$ cat config.mk
export PLATFORM = sky130hd
export DESIGN_NAME = pareto_minimal_set_filter_flat
export DESIGN_NICKNAME = d
export VERILOG_FILES = /design/src/design/pmsf_pkg.sv /design/src/design/pmsf_in_if.sv /design/src/design/pmsf_out_if.sv /design/src/design/pareto_minimal_set_filter.sv /design/src/flat_wrapper.sv
export VERILOG_INCLUDE_DIRS = /design/src /design/src/design
export SDC_FILE = /design/constraint.sdc
export NUM_CORES = 1
export LEC_CHECK = 0
export ABC_AREA = 1
export BUFFER_PORTS_ARGS = -buffer_cell sky130_fd_sc_hd__buf_2
export CORE_ASPECT_RATIO = 1.75
export CORE_MARGIN = 5
export CORE_UTILIZATION = 54
export CTS_BUF_LIST = sky130_fd_sc_hd__clkbuf_8
export DETAILED_ROUTE_END_ITERATION = 8
export PLACE_DENSITY_LB_ADDON = 0.08
export SLEW_MARGIN = 40
export SYNTH_ARGS = -nofsm -noshare
export SYNTH_HDL_FRONTEND = slang
export SYNTH_SLANG_ARGS = --single-unit
$ cat constraint.sdc
create_clock -name clk -period 9.4 [get_ports clk]
set_input_delay 1.88 -clock clk [delete_from_list [all_inputs] [get_ports clk]]
set_output_delay 1.88 -clock clk [all_outputs]
set_load 0.03 [all_outputs]
$ cat src/design/pareto_minimal_set_filter_macros.svh
// Assertion macros used by the RTL of the Pareto set filter.
`ifndef PARETO_MINIMAL_SET_FILTER_MACROS_SVH
`define PARETO_MINIMAL_SET_FILTER_MACROS_SVH

`ifndef ASSERT_OFF
`define PMSF_ASSERT(label, clk, rst_n, prop) \
  label: assert property (@(posedge clk) disable iff (!rst_n) prop) \
    else $error("pmsf assertion failed");
`define PMSF_ASSERT_ALWAYS(label, clk, prop) \
  label: assert property (@(posedge clk) prop) \
    else $error("pmsf assertion failed");
`else
`define PMSF_ASSERT(label, clk, rst_n, prop)
`define PMSF_ASSERT_ALWAYS(label, clk, prop)
`endif

`endif

$ cat src/design/pmsf_pkg.sv
`timescale 1ns / 1ps
`default_nettype none

package pmsf_pkg;

  localparam int CAPACITY_DEF = 32;
  localparam int DIM_BITS_DEF = 8;

endpackage

`default_nettype wire

$ cat src/design/pmsf_in_if.sv
`timescale 1ns / 1ps
`default_nettype none

interface pmsf_in_if #(
  parameter int DIM_BITS = pmsf_pkg::DIM_BITS_DEF
) ();
  logic                valid;
  logic                ready;
  logic [DIM_BITS-1:0] item_width;
  logic [DIM_BITS-1:0] item_height;
  logic                end_of_list;

  modport source (output valid, output item_width, output item_height,
                  output end_of_list, input ready);
  modport sink (input valid, input item_width, input item_height,
                input end_of_list, output ready);
endinterface

`default_nettype wire

$ cat src/design/pmsf_out_if.sv
`timescale 1ns / 1ps
`default_nettype none

interface pmsf_out_if #(
  parameter int DIM_BITS = pmsf_pkg::DIM_BITS_DEF
) ();
  logic                valid;
  logic                ready;
  logic [DIM_BITS-1:0] frontier_width;
  logic [DIM_BITS-1:0] frontier_height;
  logic                last_entry;
  logic                overflow;

  modport source (output valid, output frontier_width, output frontier_height,
                  output last_entry, output overflow, input ready);
  modport sink (input valid, input frontier_width, input frontier_height,
                input last_entry, input overflow, output ready);
endinterface

`default_nettype wire

$ cat src/design/pareto_minimal_set_filter.sv
// Pareto-minimal set filter for (width, height) pairs.
// The input channel in_chan takes one pair per transfer; end_of_list marks
// the final pair of a list. The result channel out_chan gives the surviving
// pairs of that list in order of first appearance, last_entry on the final
// one, and the sticky overflow flag on every result.
// Each input pair walks the stored set once through a single-port-read
// pair memory, so the block takes no new pair until that walk is done;
// in_chan.ready is high only while the block is idle.
// After the final pair has been handled the readout starts; each result is
// read from the store only after the previous one has been taken, and a
// stalled receiver holds the result in the output register while the
// readout waits.
// Reset empties the store and clears the overflow flag, which otherwise
// survives readout. A pair that must be stored into a full store is
// dropped and sets the overflow flag.
`timescale 1ns / 1ps
`default_nettype none

module pareto_minimal_set_filter #(
  parameter int CAPACITY = pmsf_pkg::CAPACITY_DEF,
  parameter int DIM_BITS = pmsf_pkg::DIM_BITS_DEF
) (
  input  wire         clk,
  input  wire         rst_n,
  pmsf_in_if.sink     in_chan,
  pmsf_out_if.source  out_chan
);

`include "pareto_minimal_set_filter_macros.svh"

  localparam int AW = (CAPACITY > 1) ? $clog2(CAPACITY) : 1;
  localparam int CW = $clog2(CAPACITY + 1);
  localparam int PW = 2 * DIM_BITS;

  localparam logic [2:0] ST_IDLE      = 3'd0;
  localparam logic [2:0] ST_SCAN      = 3'd1;
  localparam logic [2:0] ST_FINISH    = 3'd2;
  localparam logic [2:0] ST_EMIT_RD   = 3'd3;
  localparam logic [2:0] ST_EMIT_LOAD = 3'd4;
  localparam logic [2:0] ST_EMIT_OUT  = 3'd5;

  logic [PW-1:0] pair_mem [CAPACITY];

  logic [2:0]          state_r, state_nxt;
  logic [CW-1:0]       count_r, count_nxt;
  logic [CW-1:0]       scan_idx_r, scan_idx_nxt;
  logic [CW-1:0]       kept_r, kept_nxt;
  logic [CW-1:0]       em_idx_r, em_idx_nxt;
  logic                drop_r, drop_nxt;
  logic                ovf_r, ovf_nxt;
  logic                rd_vld_r;
  logic [DIM_BITS-1:0] cur_w_r, cur_w_nxt;
  logic [DIM_BITS-1:0] cur_h_r, cur_h_nxt;
  logic                eol_r, eol_nxt;
  logic                out_valid_r, out_valid_nxt;
  logic [DIM_BITS-1:0] out_w_r, out_w_nxt;
  logic [DIM_BITS-1:0] out_h_r, out_h_nxt;
  logic                out_last_r, out_last_nxt;
  logic                out_ovf_r, out_ovf_nxt;

  logic                rd_en;
  logic [AW-1:0]       rd_addr;
  logic [PW-1:0]       rd_data_r;
  logic                wr_en;
  logic [AW-1:0]       wr_addr;
  logic [PW-1:0]       wr_data;
  logic [DIM_BITS-1:0] s_w, s_h;
  logic                dom, covers;

  assign s_w    = rd_data_r[PW-1:DIM_BITS];
  assign s_h    = rd_data_r[DIM_BITS-1:0];
  assign dom    = (s_w <= cur_w_r) && (s_h <= cur_h_r);
  assign covers = (cur_w_r <= s_w) && (cur_h_r <= s_h);

  always_comb begin
    state_nxt     = state_r;
    count_nxt     = count_r;
    scan_idx_nxt  = scan_idx_r;
    kept_nxt      = kept_r;
    em_idx_nxt    = em_idx_r;
    drop_nxt      = drop_r;
    ovf_nxt       = ovf_r;
    cur_w_nxt     = cur_w_r;
    cur_h_nxt     = cur_h_r;
    eol_nxt       = eol_r;
    out_valid_nxt = out_valid_r;
    out_w_nxt     = out_w_r;
    out_h_nxt     = out_h_r;
    out_last_nxt  = out_last_r;
    out_ovf_nxt   = out_ovf_r;
    rd_en         = 1'b0;
    rd_addr       = scan_idx_r[AW-1:0];
    wr_en         = 1'b0;
    wr_addr       = kept_r[AW-1:0];
    wr_data       = rd_data_r;
    unique case (state_r)
      ST_IDLE: begin
        if (in_chan.valid) begin
          cur_w_nxt    = in_chan.item_width;
          cur_h_nxt    = in_chan.item_height;
          eol_nxt      = in_chan.end_of_list;
          scan_idx_nxt = '0;
          kept_nxt     = '0;
          drop_nxt     = 1'b0;
          state_nxt    = ST_SCAN;
        end
      end
      ST_SCAN: begin
        rd_en = (scan_idx_r < count_r);
        if (rd_en) begin
          scan_idx_nxt = scan_idx_r + CW'(1);
        end
        if (rd_vld_r) begin
          // An equal or smaller stored pair stays and drops the new one.
          if (dom || !covers) begin
            wr_en    = 1'b1;
            kept_nxt = kept_r + CW'(1);
          end
          if (dom) begin
            drop_nxt = 1'b1;
          end
        end
        if (!rd_en && !rd_vld_r) begin
          state_nxt = ST_FINISH;
        end
      end
      ST_FINISH: begin
        count_nxt = kept_r;
        if (!drop_r) begin
          if (kept_r == CW'(CAPACITY)) begin
            ovf_nxt = 1'b1;
          end else begin
            wr_en     = 1'b1;
            wr_data   = {cur_w_r, cur_h_r};
            count_nxt = kept_r + CW'(1);
          end
        end
        em_idx_nxt = '0;
        state_nxt  = eol_r ? ST_EMIT_RD : ST_IDLE;
      end
      ST_EMIT_RD: begin
        rd_en     = 1'b1;
        rd_addr   = em_idx_r[AW-1:0];
        state_nxt = ST_EMIT_LOAD;
      end
      ST_EMIT_LOAD: begin
        out_valid_nxt = 1'b1;
        out_w_nxt     = s_w;
        out_h_nxt     = s_h;
        out_last_nxt  = (em_idx_r + CW'(1)) == count_r;
        out_ovf_nxt   = ovf_r;
        state_nxt     = ST_EMIT_OUT;
      end
      ST_EMIT_OUT: begin
        if (out_chan.ready) begin
          out_valid_nxt = 1'b0;
          if (out_last_r) begin
            count_nxt = '0;
            state_nxt = ST_IDLE;
          end else begin
            em_idx_nxt = em_idx_r + CW'(1);
            state_nxt  = ST_EMIT_RD;
          end
        end
      end
      default: begin
        state_nxt = ST_IDLE;
      end
    endcase
  end

  always_ff @(posedge clk) begin
    if (wr_en) begin
      pair_mem[wr_addr] <= wr_data;
    end
    if (rd_en) begin
      rd_data_r <= pair_mem[rd_addr];
    end
  end

  always_ff @(posedge clk) begin
    if (!rst_n) begin
      state_r     <= ST_IDLE;
      count_r     <= '0;
      scan_idx_r  <= '0;
      kept_r      <= '0;
      em_idx_r    <= '0;
      drop_r      <= 1'b0;
      ovf_r       <= 1'b0;
      rd_vld_r    <= 1'b0;
      out_valid_r <= 1'b0;
    end else begin
      state_r     <= state_nxt;
      count_r     <= count_nxt;
      scan_idx_r  <= scan_idx_nxt;
      kept_r      <= kept_nxt;
      em_idx_r    <= em_idx_nxt;
      drop_r      <= drop_nxt;
      ovf_r       <= ovf_nxt;
      rd_vld_r    <= rd_en;
      out_valid_r <= out_valid_nxt;
    end
  end

  always_ff @(posedge clk) begin
    cur_w_r    <= cur_w_nxt;
    cur_h_r    <= cur_h_nxt;
    eol_r      <= eol_nxt;
    out_w_r    <= out_w_nxt;
    out_h_r    <= out_h_nxt;
    out_last_r <= out_last_nxt;
    out_ovf_r  <= out_ovf_nxt;
  end

  assign in_chan.ready            = (state_r == ST_IDLE);
  assign out_chan.valid           = out_valid_r;
  assign out_chan.frontier_width  = out_w_r;
  assign out_chan.frontier_height = out_h_r;
  assign out_chan.last_entry      = out_last_r;
  assign out_chan.overflow        = out_ovf_r;

  // Compaction never writes ahead of the entry being read.
  `PMSF_ASSERT(a_kept_behind_scan, clk, rst_n,
    (state_r == ST_SCAN) |-> (kept_r <= scan_idx_r))
  `PMSF_ASSERT(a_count_bound, clk, rst_n, count_r <= CW'(CAPACITY))
  `PMSF_ASSERT(a_out_only_in_emit, clk, rst_n,
    out_valid_r |-> (state_r == ST_EMIT_OUT))
  `PMSF_ASSERT(a_overflow_sticky, clk, rst_n, ovf_r |=> ovf_r)
  `PMSF_ASSERT(a_last_empties, clk, rst_n,
    (out_valid_r && out_chan.ready && out_last_r) |=> (count_r == '0))

endmodule

`default_nettype wire
$ cat src/flat_wrapper.sv
// flat-port wrapper written by rule: the top's interface ports become plain ports
module pareto_minimal_set_filter_flat 
#(
  parameter int CAPACITY = pmsf_pkg::CAPACITY_DEF,
  parameter int DIM_BITS = pmsf_pkg::DIM_BITS_DEF
)
  (clk, rst_n, in_chan_valid, in_chan_item_width, in_chan_item_height, in_chan_end_of_list, in_chan_ready, out_chan_valid, out_chan_frontier_width, out_chan_frontier_height, out_chan_last_entry, out_chan_overflow, out_chan_ready);
  pmsf_in_if #(.DIM_BITS(DIM_BITS)) in_chan_i ();
  pmsf_out_if #(.DIM_BITS(DIM_BITS)) out_chan_i ();
  input  wire clk;
  input  wire rst_n;
  input wire logic [$bits(in_chan_i.valid)-1:0] in_chan_valid;
  input wire logic [$bits(in_chan_i.item_width)-1:0] in_chan_item_width;
  input wire logic [$bits(in_chan_i.item_height)-1:0] in_chan_item_height;
  input wire logic [$bits(in_chan_i.end_of_list)-1:0] in_chan_end_of_list;
  output wire logic [$bits(in_chan_i.ready)-1:0] in_chan_ready;
  output wire logic [$bits(out_chan_i.valid)-1:0] out_chan_valid;
  output wire logic [$bits(out_chan_i.frontier_width)-1:0] out_chan_frontier_width;
  output wire logic [$bits(out_chan_i.frontier_height)-1:0] out_chan_frontier_height;
  output wire logic [$bits(out_chan_i.last_entry)-1:0] out_chan_last_entry;
  output wire logic [$bits(out_chan_i.overflow)-1:0] out_chan_overflow;
  input wire logic [$bits(out_chan_i.ready)-1:0] out_chan_ready;
  assign in_chan_i.valid = in_chan_valid;
  assign in_chan_i.item_width = in_chan_item_width;
  assign in_chan_i.item_height = in_chan_item_height;
  assign in_chan_i.end_of_list = in_chan_end_of_list;
  assign in_chan_ready = in_chan_i.ready;
  assign out_chan_valid = out_chan_i.valid;
  assign out_chan_frontier_width = out_chan_i.frontier_width;
  assign out_chan_frontier_height = out_chan_i.frontier_height;
  assign out_chan_last_entry = out_chan_i.last_entry;
  assign out_chan_overflow = out_chan_i.overflow;
  assign out_chan_i.ready = out_chan_ready;
  pareto_minimal_set_filter #(.CAPACITY(CAPACITY), .DIM_BITS(DIM_BITS)) u_core (.clk(clk), .rst_n(rst_n), .in_chan(in_chan_i), .out_chan(out_chan_i));
endmodule
# Yosys cells after proc, flatten, opt, wreduce, memory -nomap -nowiden
# Memories as Yosys holds them, arrays and structs flattened. A register that Yosys moved wholly into a read port is not among the register bits.
# Index checks and enable logic that the tools add are counted.
[word_totals]
register_bits = 66
latchBits = 0
mem_bits_rw = 512
mem_bits_ro = 0
inputBits = 21
word_cells = 100
n_memories = 1
[mem_list]
columns = ["memory", "depth", "width", "read_ports", "rd_clocked_by_memory_dff", "write_ports", "line_no", "text"]
rows = [
  ["u_core.pair_mem", 32, 16, 1, 1, 1, "pareto_minimal_set_filter.sv:42", "logic [PW-1:0] pair_mem [CAPACITY];"],
]
[classes]
n_addsub = 3
multipliers = 0
n_div = 0
n_lt_le_gt_ge = 5
eq_ne = 16
shift = 0
n_mux = 38
bitwise = 1
n_reduce_logical = 20
[ops]
columns = ["operator", "n"]
rows = [
  ["$mux W6", 10],
  ["$mux W16", 3],
  ["$pmux W6 S2", 4],
  ["$le A8 B8 Y1", 4],
  ["$add A6 B1 Y6 const B", 3],
  ["$pmux W3 S6", 1],
  ["$reduce_and A3 Y1", 5],
  ["$ne A2 B1 Y1 const B", 6],
  ["$mux W1", 10],
  ["$mux W3", 3],
  ["$pmux W1 S2", 4],
  ["$reduce_and A4 Y1", 2],
  ["$eq A3 B2 Y1 const B", 2],
  ["$eq A3 B3 Y1 const B", 2],
  ["$eq A6 B6 Y1", 1],
  ["$eq A6 B6 Y1 const B", 1],
  ["$lt A6 B6 Y1", 1],
  ["$ne A2 B2 Y1 const B", 3],
  ["$reduce_bool A2 Y1", 3],
  ["$mux W5", 1],
  ["$mux W2", 2],
  ["$reduce_and A2 Y1", 2],
  ["$eq A3 B1 Y1 const B", 1],
  ["$logic_and A1 B1 Y1", 3],
  ["other kinds (4)", 6],
]

# Longest topological paths before layout
[logic_depth]
word_depth = 9
depth_mapped = 13
depth_no_buf = 13

# Worst setup path after synthesis
# No wires, ideal clock.
[synth_path]
kind = "reg-to-reg"
from = "register u_core.kept_r[0]"
to = "memory u_core.pair_mem[0][0] (netlist bit) (data pin)"
arrival_ns = 2.617
required_ns = 8.946
slack_ns = 6.329
stages_incl_launch_ff = 8
n_path_buf = 2
path_cell_list = "dfxtp_1 -> inv_1 -> ha_1 -> clkbuf_1 -> nand3_1 -> nand2_1 -> clkbuf_1 -> o21ai_0"
[synth_between]
elab_chain_cells = 4
[synth_rtl]
columns = ["item", "line_no", "text"]
rows = [
  ["start: declaration", "pareto_minimal_set_filter.sv:47", "logic [CW-1:0] kept_r, kept_nxt;"],
  ["start signal: assignment", "pareto_minimal_set_filter.sv:196", "kept_r <= kept_nxt;"],
  ["$eq A6 B6 Y1", "pareto_minimal_set_filter.sv:130", "if (kept_r == CW'(CAPACITY)) begin"],
  ["$mux W16", "pareto_minimal_set_filter.sv:130", ""],
  ["$mux W16", "pareto_minimal_set_filter.sv:129", "if (!drop_r) begin"],
  ["$mux W16", "pareto_minimal_set_filter.sv:96", "unique case (state_r)"],
  ["via u_core.wr_data[0]", "pareto_minimal_set_filter.sv:66", "logic [PW-1:0] wr_data;"],
  ["end: declaration", "pareto_minimal_set_filter.sv:42", ""],
]
# The timed path passes the listed nets, and every way through them passes these cells.

# Worst setup path after layout
[layout_path]
from = "register u_core.state_r[0]"
to = "register u_core.rd_data_r[4] (read register of u_core.pair_mem) (data pin)"
[layout_between]
elab_chain_cells = 2
[layout_rtl]
columns = ["item", "line_no", "text"]
rows = [
  ["start: declaration", "pareto_minimal_set_filter.sv:44", "logic [2:0] state_r, state_nxt;"],
  ["start signal: assignment", "pareto_minimal_set_filter.sv:193", "state_r <= state_nxt;"],
  ["$eq A3 B2 Y1 or $eq A3 B1 Y1 (tied branches)", "pareto_minimal_set_filter.sv:96", ""],
  ["$pmux W1 S2 or $mux W5 (tied branches)", "pareto_minimal_set_filter.sv:96", ""],
  ["end: declaration", "pareto_minimal_set_filter.sv:63", "logic [PW-1:0] rd_data_r;"],
]
# Parallel ways exist; a longest one is shown, timed or not.
# A chain may end at the register's enable or synchronous reset.

==> run metrics <==
Area after DPL=between 0.02 and 0.03 mm^2; power per cell area=about 190 mW/mm^2; DRT Pass-1 Iters=6; crit-path max cell delay=~0.67 ns; Seq/Total Area, Yosys=0.655; top post-synthesis cells by area=edfxtp_1 (63%), nand3_1 (10%), nand2_1 (8.2%); synthesized area per cell=approximately 10 um^2; DP Wirelength=between 40 and 50 mm; initial drt markers=~1.5k; post-synthesis mux area share=0; fraction of the mapped netlist area in adder cells=0.0126; largest net degree at the start of global routing=120; status=finished, final reports clean; FMAX=around 250 MHz; Filler cells=4218; Synth Area in XOR/XNOR=0.00458; Via density=5.48; setup_tns=0 ns; Global Route Usage Sum=0.265; Hold Crit Depth=0; DR WL met3=between 4 and 5 mm; fin crit share=0.418; total power=~5500 uW; DR top layer=met4; M1 wire length=about 28 mm; Yosys top cell area share=0.631; vias in the first global route=around 18k; fin nets=roughly 2.7k; final WL=72.0 mm; final setup violation count=0; final count of pins violating max slew=0; Final ANT Viol Nets=0; Commonest cells post-synth=nand2_1 (585), edfxtp_1 (563), inv_1 (556), nand3_1 (548), buf_2 (74); EDFF count, synth=approximately 560; Cell variety after synth=34; Synth Area in Simple Gates=0.209; R2R setup slack=approximately 5.5 ns; I/O pin cnt=41; peak supply drop=between 0.15 and 0.2 mV; Chip Height=~300 um; Crit-path slowest cell=buf_4; DR vias=between 15k and 20k; initial antenna violation count=1; crit path DAT=4.30 ns; worst r2r path cells=11; hold path endpoint=u_core.out_chan.frontier_height[5]; Bufs on Longest Clock Path=3; H-tree depth=3; Slew @ Worst Pin=about 0.86 ns; crit-path max FO=between 40 and 50; routed wl met2=36.8 mm; main flop type after synthesis=edfxtp_1; Crit path buffers/inverters=3; die area=0.0543 mm^2; cell area after synthesis=about 0.027 mm^2; DRC viols=0; reg2reg end=u_core.rd_data_r[4]; Worst EP required=~9.8 ns; Clock Latency Late Sink=roughly 0.66 ns; TritonCTS clock tree=yes; WL/cell=around 21 um; Pleak=around 0.012 uW; Port Buffer Count=40; post-CTS sizing=0; CP most frequent cell=nand2_1; Yosys top cell by area=edfxtp_1; CP endpoint kind=flop; FFs w/ async S/R, synth=0; CTS buffer count=86; Final Cell Area=roughly 0.029 mm^2; Area growth, synth to finish=8.96%; GRT overflow=0; clock sink count=between 500 and 600; Hold Crit Start=u_core.rd_data_r[5]; max_cap viols=0; family with the most delay on the worst path=simple AND/OR/NAND/NOR gates; GPL Wtd Cong=slightly below 0.9; Fin Clk Skew=between 0.03 and 0.04 ns; startpoint types=flop; largest family of logic cells by synthesized area=simple AND/OR/NAND/NOR gates; #FFs+latches synth=slightly below 600; starting density of the core=0.543; Synth Instances=about 2.7k; final hold violations=0; Syn Nets=about 2.7k; Hold Buf Count CTS=0; root buffer cell=clkbuf_8; most common cell in the netlist=nand2_1; RSZ-0062 raised after global routing=no; share of layout cells above drive strength 1=0.0792; compound-gate portion of the synthesized area=0.0163; Die X=178 um; Yosys warning count=0; crit-path cells=nand3_2, nand2_1, o21ai_4, buf_4, inv_2, buf_4, nand3_1, nand3_1, nand2_1, nand2_1, nand2_1; Rel. slew slack=0.423; hold crit path type=flop to flop; Tmin final=3.93 ns; Post-CTS Setup Inserts=0; launch point of the worst reg-to-reg path=u_core.state_r[0]; row count=around 110; Crit Path Category=flop to flop; first-pass GRT wire length=approximately 110 mm; Core Box Area=between 0.04 and 0.05 mm^2; Clk pin slew, worst setup/hold paths=~0.07 ns
## layer usage
layer  track usage  up-vias
met1         0.328     9087
met4         0.123        0
li1              -     8723
met3        0.0355      152
met2         0.459      748
met5             0        -
## per-stage QoR
step | instances | utilization | worst slack (ns) | hold WS (ns)
floorplan | 2652 | - | 6.33 | 0.409
global placement | 3253 | 0.558 | 5.57 | 0.420
detailed placement | 3256 | 0.560 | 5.53 | 0.437
CTS | 3413 | 0.591 | 5.52 | 0.448
global route | 3414 | 0.592 | 5.33 | 0.471
finish | 3414 | 0.592 | 5.47 | 0.453
## cell type report
cell class / count / area (um^2) / share of cell area
Timing Repair Buffer: 75 / 526 / 0.0180
Multi-Input combinational cell: 1368 / 6640 / 0.227
Clock inverter: 65 / 294 / 0.0101
Inverter: 559 / 2100 / 0.0719
Clock buffer: 92 / 1270 / 0.0434
Antenna cell: 1 / 2.50 / 0.0000858
Sequential cell: 594 / 17500 / 0.601
Tap cell: 660 / 826 / 0.0283
## worst max-delay path by stage
stage                             to  cells past startpoint  slack, ns         startpoint
2_1_floorplan  u_core.pair_mem[0][0]                      7       6.33   u_core.kept_r[0]
3_3_place_gp     u_core.rd_data_r[4]                      9       5.57  u_core.state_r[0]
3_5_place_dp     u_core.rd_data_r[4]                     11       5.53  u_core.state_r[0]
4_1_cts          u_core.rd_data_r[4]                     11       5.52  u_core.state_r[0]
5_1_grt          u_core.rd_data_r[4]                     11       5.33  u_core.state_r[0]
6_report         u_core.rd_data_r[4]                     11       5.47  u_core.state_r[0]
## placed cells by master (no fill, tap or decap), types with 28 or more instances in the layout
cell / instances
nand2_1: 582
inv_1: 577
edfxtp_1: 563
nand3_1: 548
clkbuf_8: 92
nand3b_1: 48
nor2_1: 43
buf_2: 40
a21oi_1: 38
dfxtp_1: 31
clkinv_1: 28
## power by group
group	internal [uW]	switching [uW]	leakage, uW
Clock	930	977	0.000920
Combinational	123	436	0.00617
Sequential	3030	27.2	0.00532
Total	4080	1440	0.0124
## sequential cells by signal (all words and copies together), names as in the netlist, 3 cells and up
signal and count:
u_core.out_chan.frontier_width 8, u_core.cur_w_r 8, u_core.out_chan.frontier_height 8, u_core.rd_data_r 16, u_core.cur_h_r 8, u_core.pair_mem 512, u_core.state_r 3, u_core.kept_r 6
u_core.em_idx_r 6, u_core.count_r 6, u_core.scan_idx_r 6
## kinds of logic (layout without fill, tap and decap cells)
group | count (synthesis) | after routing
and+or+nand+nor | 1246 | 1246
buffers and inverters | 690 | 791
DFF | 594 | 594
AOI/OAI and AO/OA | 81 | 81
adders and majority gates | 27 | 27
xor gates and xnor gates | 14 | 14
other | 0 | 1
No activity file was read; power rests on OpenSTA's default activity.
